--- config.mk ---
export PLATFORM = sky130hd
export DESIGN_NAME = mono_bitmap_color_expand_top
export DESIGN_NICKNAME = d
export VERILOG_FILES = /design/src/rtl/mbce_pkg.sv /design/src/rtl/mbce_front.sv /design/src/rtl/mbce_queue.sv /design/src/rtl/mbce_back.sv /design/src/rtl/mono_bitmap_color_expand_top.sv
export SDC_FILE = /design/constraint.sdc
export NUM_CORES = 1
export LEC_CHECK = 0
export BUFFER_PORTS_ARGS = -buffer_cell sky130_fd_sc_hd__buf_2
export CAP_MARGIN = 25
export CORE_MARGIN = 5
export CORE_UTILIZATION = 50
export DETAILED_ROUTE_END_ITERATION = 7
export PLACE_DENSITY = 0.67
export SKIP_LAST_GASP = 1
export SLEW_MARGIN = 30
export SYNTH_ARGS = -nofsm -noshare
export SYNTH_HDL_FRONTEND = slang
export SYNTH_SLANG_ARGS = --single-unit
--- constraint.sdc ---
create_clock -name clk -period 5.9 [get_ports clk]
set_input_delay 0.59 -clock clk [delete_from_list [all_inputs] [get_ports clk]]
set_output_delay 0.59 -clock clk [all_outputs]
set_load 0.01 [all_outputs]
--- src/rtl/mbce_pkg.sv ---
// ----------------------------------------------------------------------------
// mbce_pkg: shared types and constants for the bitmap color expander
// Holds the panel command codes, request codes, queue depth and the layout
// of one queued job passed from the front end to the back end.
// ----------------------------------------------------------------------------
`default_nettype none

package mbce_pkg;

    // Largest window side in pixels; wider requests saturate to it.
    localparam int MAX_SIDE_DEFAULT = 2048;

    // Number of jobs held between the front end and the back end.
    localparam int QUEUE_DEPTH = 4;

    // Request type codes.
    localparam logic REQ_BEGIN  = 1'b0;
    localparam logic REQ_BITMAP = 1'b1;

    // Panel command codes.
    localparam logic [15:0] CMD_COL = 16'h002A;
    localparam logic [15:0] CMD_ROW = 16'h002B;
    localparam logic [15:0] CMD_MEM = 16'h002C;

    // Pixels carried by one bitmap byte.
    localparam logic [3:0] PIX_PER_BYTE = 4'd8;

    // One job for the back end: either a window setup or a run of pixels.
    typedef struct packed {
        logic        is_begin;
        logic [10:0] x_start;
        logic [15:0] x_end;
        logic [10:0] y_start;
        logic [15:0] y_end;
        logic [15:0] fore;
        logic [15:0] back;
        logic [7:0]  bits;
        logic [3:0]  count;
    } job_t;

endpackage

`default_nettype wire

--- src/rtl/mbce_front.sv ---
// ----------------------------------------------------------------------------
// mbce_front: request intake and classification
// Accepts begin and bitmap items, saturates the window size, finds the window
// ends, tracks pixels owed, queues a job per item bar bytes with none owed.
// ----------------------------------------------------------------------------
`default_nettype none

module mbce_front #(
    parameter int MAX_SIDE = mbce_pkg::MAX_SIDE_DEFAULT
) (
    input  wire logic         clk,
    input  wire logic         rst_n,
    input  wire logic         push,
    output logic              full,
    input  wire logic         req_type,
    input  wire logic [10:0]  x_start,
    input  wire logic [10:0]  y_start,
    input  wire logic [11:0]  glyph_width,
    input  wire logic [11:0]  glyph_height,
    input  wire logic [15:0]  fore_color,
    input  wire logic [15:0]  back_color,
    input  wire logic [7:0]   bitmap_byte,
    output logic              q_push,
    output mbce_pkg::job_t    q_job,
    input  wire logic         q_full
);
    import mbce_pkg::*;

    localparam int SIDE_W = $clog2(MAX_SIDE + 1);
    localparam int CNT_W  = 2 * SIDE_W;
    localparam logic [12:0] SIDE_CAP = 13'(MAX_SIDE);
    localparam logic [CNT_W-1:0] MAX_PIX = CNT_W'(MAX_SIDE * MAX_SIDE);

    logic [CNT_W-1:0]  pixels_left_reg;
    logic [CNT_W-1:0]  pixels_left_next;
    logic [15:0]       fore_reg;
    logic [15:0]       fore_next;
    logic [15:0]       back_reg;
    logic [15:0]       back_next;
    logic              accept;
    logic [SIDE_W-1:0] width_sat;
    logic [SIDE_W-1:0] height_sat;
    logic [3:0]        run_len;

    assign full   = q_full;
    assign accept = push && !q_full;

    // Saturate both sides to the largest window.
    assign width_sat  = ({1'b0, glyph_width} > SIDE_CAP) ? SIDE_W'(MAX_SIDE)
                                                        : SIDE_W'(glyph_width);
    assign height_sat = ({1'b0, glyph_height} > SIDE_CAP) ? SIDE_W'(MAX_SIDE)
                                                         : SIDE_W'(glyph_height);

    // Pixels this byte can emit: at most eight, fewer at the end of a glyph.
    assign run_len = (pixels_left_reg < CNT_W'(PIX_PER_BYTE)) ? pixels_left_reg[3:0]
                                                             : PIX_PER_BYTE;

    // Build the job and the next pixel count.
    always_comb
    begin
        pixels_left_next = pixels_left_reg;
        fore_next        = fore_reg;
        back_next        = back_reg;
        q_push           = 1'b0;
        q_job            = '0;
        if (accept)
        begin
            if (req_type == REQ_BEGIN)
            begin
                pixels_left_next = CNT_W'(width_sat) * CNT_W'(height_sat);
                fore_next        = fore_color;
                back_next        = back_color;
                q_push           = 1'b1;
                q_job.is_begin   = 1'b1;
                q_job.x_start    = x_start;
                q_job.x_end      = 16'(x_start) + 16'(width_sat) - 16'd1;
                q_job.y_start    = y_start;
                q_job.y_end      = 16'(y_start) + 16'(height_sat) - 16'd1;
            end
            else if (pixels_left_reg != '0)
            begin
                pixels_left_next = pixels_left_reg - CNT_W'(run_len);
                q_push           = 1'b1;
                q_job.fore       = fore_reg;
                q_job.back       = back_reg;
                q_job.bits       = bitmap_byte;
                q_job.count      = run_len;
            end
        end
    end

    // Glyph state.
    always_ff @(posedge clk or negedge rst_n)
    begin
        if (!rst_n)
        begin
            pixels_left_reg <= '0;
            fore_reg        <= '0;
            back_reg        <= '0;
        end
        else
        begin
            pixels_left_reg <= pixels_left_next;
            fore_reg        <= fore_next;
            back_reg        <= back_next;
        end
    end

    // The pixel count never exceeds a full window.
    assert property (@(posedge clk) disable iff (!rst_n)
        pixels_left_reg <= MAX_PIX)
        else $error("pixel count exceeds a full window");

    // A bitmap job is only queued while pixels are owed, with a legal length.
    assert property (@(posedge clk) disable iff (!rst_n)
        q_push && !q_job.is_begin |-> q_job.count != 4'd0 && q_job.count <= PIX_PER_BYTE)
        else $error("bitmap job with an illegal pixel count");

endmodule

`default_nettype wire

--- src/rtl/mbce_queue.sv ---
// ----------------------------------------------------------------------------
// mbce_queue: job queue between front end and back end
// A small first-in first-out store of jobs, so that intake and bus output
// stall independently.
// ----------------------------------------------------------------------------
`default_nettype none

module mbce_queue #(
    parameter int DEPTH = mbce_pkg::QUEUE_DEPTH
) (
    input  wire logic         clk,
    input  wire logic         rst_n,
    input  wire logic         wr_en,
    input  mbce_pkg::job_t    wr_job,
    output logic              q_full,
    input  wire logic         rd_en,
    output mbce_pkg::job_t    rd_job,
    output logic              q_empty
);
    import mbce_pkg::*;

    localparam int PTR_W = (DEPTH > 1) ? $clog2(DEPTH) : 1;
    localparam int CNT_W = $clog2(DEPTH + 1);
    localparam logic [PTR_W-1:0] PTR_LAST = PTR_W'(DEPTH - 1);
    localparam logic [CNT_W-1:0] CNT_FULL = CNT_W'(DEPTH);
    localparam logic [PTR_W-1:0] PTR_ONE  = PTR_W'(1);
    localparam logic [CNT_W-1:0] CNT_ONE  = CNT_W'(1);

    job_t             slot_reg [DEPTH];
    logic [PTR_W-1:0] wr_ptr_reg;
    logic [PTR_W-1:0] wr_ptr_next;
    logic [PTR_W-1:0] rd_ptr_reg;
    logic [PTR_W-1:0] rd_ptr_next;
    logic [CNT_W-1:0] fill_reg;
    logic [CNT_W-1:0] fill_next;
    logic             do_wr;
    logic             do_rd;

    assign q_full  = (fill_reg == CNT_FULL);
    assign q_empty = (fill_reg == '0);
    assign do_wr   = wr_en && !q_full;
    assign do_rd   = rd_en && !q_empty;
    assign rd_job  = slot_reg[rd_ptr_reg];

    // Pointer and fill bookkeeping.
    always_comb
    begin
        wr_ptr_next = wr_ptr_reg;
        rd_ptr_next = rd_ptr_reg;
        fill_next   = fill_reg;
        if (do_wr)
        begin
            wr_ptr_next = (wr_ptr_reg == PTR_LAST) ? '0 : wr_ptr_reg + PTR_ONE;
        end
        if (do_rd)
        begin
            rd_ptr_next = (rd_ptr_reg == PTR_LAST) ? '0 : rd_ptr_reg + PTR_ONE;
        end
        if (do_wr && !do_rd)
        begin
            fill_next = fill_reg + CNT_ONE;
        end
        else if (do_rd && !do_wr)
        begin
            fill_next = fill_reg - CNT_ONE;
        end
    end

    always_ff @(posedge clk or negedge rst_n)
    begin
        if (!rst_n)
        begin
            wr_ptr_reg <= '0;
            rd_ptr_reg <= '0;
            fill_reg   <= '0;
        end
        else
        begin
            wr_ptr_reg <= wr_ptr_next;
            rd_ptr_reg <= rd_ptr_next;
            fill_reg   <= fill_next;
        end
    end

    // Job storage.
    always_ff @(posedge clk)
    begin
        if (do_wr)
        begin
            slot_reg[wr_ptr_reg] <= wr_job;
        end
    end

    // The fill count never goes beyond the depth.
    assert property (@(posedge clk) disable iff (!rst_n)
        fill_reg <= CNT_FULL)
        else $error("queue fill count beyond depth");

endmodule

`default_nettype wire

--- src/rtl/mbce_back.sv ---
// ----------------------------------------------------------------------------
// mbce_back: bus word sequencer
// Walks the job at the head of the queue one bus word per cycle while the
// output register is free or popped; the consumer drains it with pop.
// ----------------------------------------------------------------------------
`default_nettype none

module mbce_back (
    input  wire logic         clk,
    input  wire logic         rst_n,
    input  mbce_pkg::job_t    head_job,
    input  wire logic         q_empty,
    output logic              q_pop,
    output logic              empty,
    input  wire logic         pop,
    output logic              is_command,
    output logic [15:0]       bus_word,
    output logic              last_of_run
);
    import mbce_pkg::*;

    // Steps of the window sequence; pixel runs use steps 0 to 7.
    localparam logic [3:0] STEP_COL_CMD = 4'd0;
    localparam logic [3:0] STEP_XS_HI   = 4'd1;
    localparam logic [3:0] STEP_XS_LO   = 4'd2;
    localparam logic [3:0] STEP_XE_HI   = 4'd3;
    localparam logic [3:0] STEP_XE_LO   = 4'd4;
    localparam logic [3:0] STEP_ROW_CMD = 4'd5;
    localparam logic [3:0] STEP_YS_HI   = 4'd6;
    localparam logic [3:0] STEP_YS_LO   = 4'd7;
    localparam logic [3:0] STEP_YE_HI   = 4'd8;
    localparam logic [3:0] STEP_YE_LO   = 4'd9;
    localparam logic [3:0] STEP_MEM_CMD = 4'd10;

    logic [3:0]  step_reg;
    logic [3:0]  step_next;
    logic        out_valid_reg;
    logic        out_valid_next;
    logic        cmd_reg;
    logic [15:0] word_reg;
    logic        last_reg;
    logic        out_free;
    logic        fire;
    logic        word_cmd;
    logic [15:0] word_val;
    logic        word_last;
    logic [15:0] xs_wide;
    logic [15:0] ys_wide;

    assign out_free = !out_valid_reg || pop;
    assign fire     = !q_empty && out_free;
    assign xs_wide  = 16'(head_job.x_start);
    assign ys_wide  = 16'(head_job.y_start);

    // Select the word for the current step of the head job.
    always_comb
    begin
        word_cmd  = 1'b0;
        word_val  = '0;
        word_last = 1'b0;
        if (head_job.is_begin)
        begin
            case (step_reg)
                STEP_COL_CMD:
                begin
                    word_cmd = 1'b1;
                    word_val = CMD_COL;
                end
                STEP_XS_HI: word_val = {8'd0, xs_wide[15:8]};
                STEP_XS_LO: word_val = {8'd0, xs_wide[7:0]};
                STEP_XE_HI: word_val = {8'd0, head_job.x_end[15:8]};
                STEP_XE_LO: word_val = {8'd0, head_job.x_end[7:0]};
                STEP_ROW_CMD:
                begin
                    word_cmd = 1'b1;
                    word_val = CMD_ROW;
                end
                STEP_YS_HI: word_val = {8'd0, ys_wide[15:8]};
                STEP_YS_LO: word_val = {8'd0, ys_wide[7:0]};
                STEP_YE_HI: word_val = {8'd0, head_job.y_end[15:8]};
                STEP_YE_LO: word_val = {8'd0, head_job.y_end[7:0]};
                STEP_MEM_CMD:
                begin
                    word_cmd  = 1'b1;
                    word_val  = CMD_MEM;
                    word_last = 1'b1;
                end
                default:
                begin
                    word_cmd  = 1'b1;
                    word_val  = CMD_MEM;
                    word_last = 1'b1;
                end
            endcase
        end
        else
        begin
            // Bits go out most significant first.
            word_val  = head_job.bits[~step_reg[2:0]] ? head_job.fore : head_job.back;
            word_last = (step_reg == head_job.count - 4'd1);
        end
    end

    // Step through the job and retire it after its last word.
    always_comb
    begin
        step_next      = step_reg;
        q_pop          = 1'b0;
        out_valid_next = out_valid_reg && !pop;
        if (fire)
        begin
            out_valid_next = 1'b1;
            if (word_last)
            begin
                step_next = '0;
                q_pop     = 1'b1;
            end
            else
            begin
                step_next = step_reg + 4'd1;
            end
        end
    end

    always_ff @(posedge clk or negedge rst_n)
    begin
        if (!rst_n)
        begin
            step_reg      <= '0;
            out_valid_reg <= 1'b0;
        end
        else
        begin
            step_reg      <= step_next;
            out_valid_reg <= out_valid_next;
        end
    end

    // Output register payload.
    always_ff @(posedge clk)
    begin
        if (fire)
        begin
            cmd_reg  <= word_cmd;
            word_reg <= word_val;
            last_reg <= word_last;
        end
    end

    assign empty       = !out_valid_reg;
    assign is_command  = cmd_reg;
    assign bus_word    = word_reg;
    assign last_of_run = last_reg;

    // The step counter stays within the window sequence.
    assert property (@(posedge clk) disable iff (!rst_n)
        step_reg <= STEP_MEM_CMD)
        else $error("sequencer step out of range");

    // A pixel run never goes past eight words.
    assert property (@(posedge clk) disable iff (!rst_n)
        !q_empty && !head_job.is_begin |-> step_reg < PIX_PER_BYTE)
        else $error("pixel run step beyond one byte");

    // A word emitted mid-job is followed by the next step of the same job.
    assert property (@(posedge clk) disable iff (!rst_n)
        fire && !word_last |=> step_reg == $past(step_reg) + 4'd1)
        else $error("sequencer skipped a step");

endmodule

`default_nettype wire

--- src/rtl/mono_bitmap_color_expand_top.sv ---
// An accepted item is first written into the job queue; its words then reach the result ports via the output register.
// Throughput: one bus word per cycle while the consumer keeps the output register drained; a begin item
// makes 11 words, a bitmap byte one word per pixel it emits (up to 8), a byte with no glyph pending none.
// The back-end sequencer and its one-word output register set that rate.
// Reset: rst_n clears the queue, the output register and the glyph state at once.
// ----------------------------------------------------------------------------
// mono_bitmap_color_expand_top: monochrome bitmap color expander
// Turns glyph requests and bitmap bytes into panel command and pixel words.
// ----------------------------------------------------------------------------
`default_nettype none

module mono_bitmap_color_expand_top #(
    parameter int MAX_SIDE = mbce_pkg::MAX_SIDE_DEFAULT
) (
    input  wire logic         clk,
    input  wire logic         rst_n,
    input  wire logic         push,
    output logic              full,
    input  wire logic         req_type,
    input  wire logic [10:0]  x_start,
    input  wire logic [10:0]  y_start,
    input  wire logic [11:0]  glyph_width,
    input  wire logic [11:0]  glyph_height,
    input  wire logic [15:0]  fore_color,
    input  wire logic [15:0]  back_color,
    input  wire logic [7:0]   bitmap_byte,
    output logic              empty,
    input  wire logic         pop,
    output logic              is_command,
    output logic [15:0]       bus_word,
    output logic              last_of_run
);
    import mbce_pkg::*;

    logic q_push;
    logic q_full;
    logic q_pop;
    logic q_empty;
    job_t q_job;
    job_t head_job;

    // Intake and classification.
    mbce_front #(
        .MAX_SIDE (MAX_SIDE)
    ) u_front (
        .clk          (clk),
        .rst_n        (rst_n),
        .push         (push),
        .full         (full),
        .req_type     (req_type),
        .x_start      (x_start),
        .y_start      (y_start),
        .glyph_width  (glyph_width),
        .glyph_height (glyph_height),
        .fore_color   (fore_color),
        .back_color   (back_color),
        .bitmap_byte  (bitmap_byte),
        .q_push       (q_push),
        .q_job        (q_job),
        .q_full       (q_full)
    );

    // Job queue.
    mbce_queue #(
        .DEPTH (QUEUE_DEPTH)
    ) u_queue (
        .clk     (clk),
        .rst_n   (rst_n),
        .wr_en   (q_push),
        .wr_job  (q_job),
        .q_full  (q_full),
        .rd_en   (q_pop),
        .rd_job  (head_job),
        .q_empty (q_empty)
    );

    // Bus word sequencer.
    mbce_back u_back (
        .clk         (clk),
        .rst_n       (rst_n),
        .head_job    (head_job),
        .q_empty     (q_empty),
        .q_pop       (q_pop),
        .empty       (empty),
        .pop         (pop),
        .is_command  (is_command),
        .bus_word    (bus_word),
        .last_of_run (last_of_run)
    );

endmodule

`default_nettype wire

==> results.txt <==
Result of the run: completed
Worst r2r path cells: 9
Final hold vios: 0
Met2 GRT Util: 0.374
Cell at the root of the clock tree: clkbuf_16
Met1 track utilization from global routing: 0.293
Area growth from synthesis to layout: 13.4%
Finished Layout Cells: 2848
Max transition margin: 0.358
Clock share of power: 0.259
Transition at the pin with the smallest max-transition slack: 943 ps
Overall Power: 12.8 mW
Average routed wire per standard cell: 21.6 microns
Share of cells above drive strength 1: 0.185
Sequential group share of total power: 0.405
Design internal power: 8.54 mW
Worst Setup Start Kind: input pin
Max Slew Vio Count: 0
Clk pin slew, worst setup/hold paths: 60 ps
Top Ports: 111
Post-synth top area cell: edfxtp_1
Post-Synthesis Mean Instance Area: 13.2 sq um
Pwr dens: 433 nW/um^2
Number of flip-flops in the largest register: 396
Sw frac: 0.331
Flops & latches, synth: 482
Clock latency reported for the late side of the worst-skew pair: 600 ps
Worst Skew: 39.3 ps
Via count of the first global-routing pass: 17500
Standby leakage power: 11.7 nW
Total standard cell area after synthesis: 26000 sq um
Number of synthesized flops with an enable pin: 414
Syn Inst Count: 1974
Number of search-and-repair iterations in the first detailed-routing pass: 5
Crit Reg-Reg Startpoint: u_front.pixels_left_reg[17]
Top library cells by usage in the layout, fill and taps aside: edfxtp_1 (414), nand2_1 (234), inv_1 (152)
RD Place Congestion: 0.879
Residual DRC count: 0
Synthesized-area fraction occupied by and/or/nand/nor cells: 0.111
Max cap viols: 0
Post-synthesis adder-cell area fraction: 0.127
Achievable clock frequency: 185 MHz
Number of standard-cell rows in the floorplan: 83
Die Outline Area: 56600 sq um
Fill cell total of the finished layout: 4115
Crit path required time: 6420 ps
Largest family of logic cells by synthesized area: adder cells
Setup repair bufs after CTS: 0
Number of nets in the layout: 2421
Maximum number of pins on one net before global-route repair: 69
Xor-xnor portion of the synthesized cell area: 0.0192
End-of-flow core utilization: 0.573
Synthesized-area fraction occupied by ao, oa, aoi and oai cells: 0.0620
Vias per cell: 5.78
Starting density of the core: 0.506
Post-route antenna net violation count: 0
Count of clock tree sinks: 482
Worst flop-to-flop path endpoint: u_queue.slot_reg[0][39]
Final design instance area without fill: 29500 sq um
Sequential element share of the synthesized area: 0.544
CP max FO: 8
Most used routing layer: met2
Mux contribution to synthesized area: 0.0996
Fraction of the cycle the final worst path needs: 0.918
Global-route wire length before repair: 97.9 mm
Antenna violations before repair: 1
Crit path DAT: 5940 ps
Horizontal extent of the die: 238 microns
Peak supply drop: 0.265 mV
Main synth FF type: edfxtp_1
Half-perimeter wire length after placement: 42.4 mm
Port Buffer Count: 110
RSZ-0062 raised after global routing: no
Maximum level of the CTS H-tree: 2
Class of the tightest hold or removal check: input pin to async pin
Combinational Power Share: 0.335
Grt total ovfl: 0
Type of element capturing the critical path: register
Placement-stage cell area: 27700 sq um
Number of buffers inserted during clock tree synthesis: 50
Synth Net Count: 2266
Drt first-iter violations: 1302
PostCTS Resize Cnt: 0
Sw Pwr: 4.22 mW
Fraction of registers with async set/reset: 0.141
Hold_buf cts: 0
Smallest setup slack after layout: 482 ps
Area share of the largest cell type after synthesis: 0.478
Diode count: 0
Sum of routed wire length over all layers: 61.5 mm
Min Clock Period, post-route: 5420 ps
Number of cells in the design after placement: 2757
Die Y: 238 microns
Main area contributors after synthesis: edfxtp_1 (48%), mux4_2 (8.4%), fa_1 (7.9%)
Standard cell core area: 51400 sq um
Most common library cell in the layout ignoring fill and taps: edfxtp_1
CTS Buffer Depth: 3
Total GRT Usage: 0.219
Total of endpoints with negative setup slack in the final report: 0
GR Layer Usage met3: 0.0353
Warning count from the yosys run: 0
Total vias in the final route: 16500
DP Worst Slack: -109 ps
Type of the worst setup path: input pin to register
Reg2Reg Setup Slack: 1720 ps
Clock tree from TritonCTS: done
Post-synth cell types: 80
-- stage by stage --
| stage | setup TNS [ps] | hold slack, ps |
|---|---|---|
| after floorplan | 0 | 294 |
| after global placement | -27.0 | 449 |
| after detailed placement | -277 | 456 |
| after CTS | 0 | 43.2 |
| after global routing | 0 | 70.6 |
| final | 0 | 23.0 |
-- kinds of logic (layout without fill, tap and decap cells) --
logic type	after synthesis	after routing
and+or+nand+nor	604	604
other	1	1
DFF	482	482
muxes	135	135
buffers and inverters	252	446
AOI/OAI and AO/OA	242	242
xor gates and xnor gates	57	57
adders and majority gates	201	201
-- how the worst max path moves through the flow --
stage	end	slack (ps)	startpoint	depth (start not counted)
after floorplan	u_front.pixels_left_reg[23]	4	glyph_height[11]	19
after global placement	u_front.pixels_left_reg[22]	-20	glyph_width[11]	21
after detailed placement	u_front.pixels_left_reg[22]	-110	glyph_width[11]	21
after CTS	u_front.pixels_left_reg[22]	520	glyph_width[11]	21
after global routing	u_front.pixels_left_reg[22]	160	glyph_width[11]	21
final	u_front.pixels_left_reg[22]	480	glyph_width[11]	21
-- layout make-up --
type	instances	area (sq um)	area share
inverters	162	609	0.0207
multi-input cells	1240	10900	0.370
flip-flops and latches	482	14100	0.480
clock buffers	68	1410	0.0478
repair buffers	193	1240	0.0420
well taps	680	851	0.0289
clock inverters	23	332	0.0112
-- Yosys cell counts (6+ instances only) --
cell type    n
a211oi_1    16
a21o_1      14
a21oi_1     49
a22oi_1     10
a31oi_1     10
a32oi_1     10
and2_1      69
and3_1      29
buf_1        6
buf_2       14
clkbuf_1    65
clkinv_1     9
dfrtp_1     68
edfxtp_1   414
fa_1       103
ha_1        98
inv_1      152
mux2_2       7
mux2i_1     29
mux4_2      97
nand2_1    235
nand2b_1    32
nand3_1     27
nor2_1     118
nor2b_1     17
nor3_1      25
nor4_1       9
o211ai_1     9
o21ai_0     58
o22ai_1     10
or3_1       14
or4_1        8
xnor2_1     34
xor2_1      23
-- power groups by stage --
stage	clock [mW]	sequential, mW	combinational [mW]
after detailed placement	0	5.24	4.32
after floorplan	0	5.09	3.08
after global routing	3.50	5.27	4.68
final	3.31	5.17	4.28
after global placement	0	5.19	4.23
after CTS	3.36	5.18	4.34
-- critical path, cell delays in order --
cell	delay [ps]
buf_2	170
nand2b_1	260
clkinv_1	230
nand2_1	130
fa_1	440
fa_1	500
fa_1	500
inv_1	60
fa_1	530
inv_1	60
fa_1	530
inv_1	40
ha_1	310
or2_2	300
a21oi_1	150
a31oi_1	100
a41oi_2	190
o21ai_0	140
a21oi_1	250
mux2_2	360
o211ai_1	90
-- routing by layer --
metal | part of all wire | wire (microns)
met1 | 0.41 | 25400
met2 | 0.50 | 30800
met3 | 0.056 | 3470
met4 | 0.029 | 1800
met5 | 0 | 0
(Power assumes the default switching activity.)
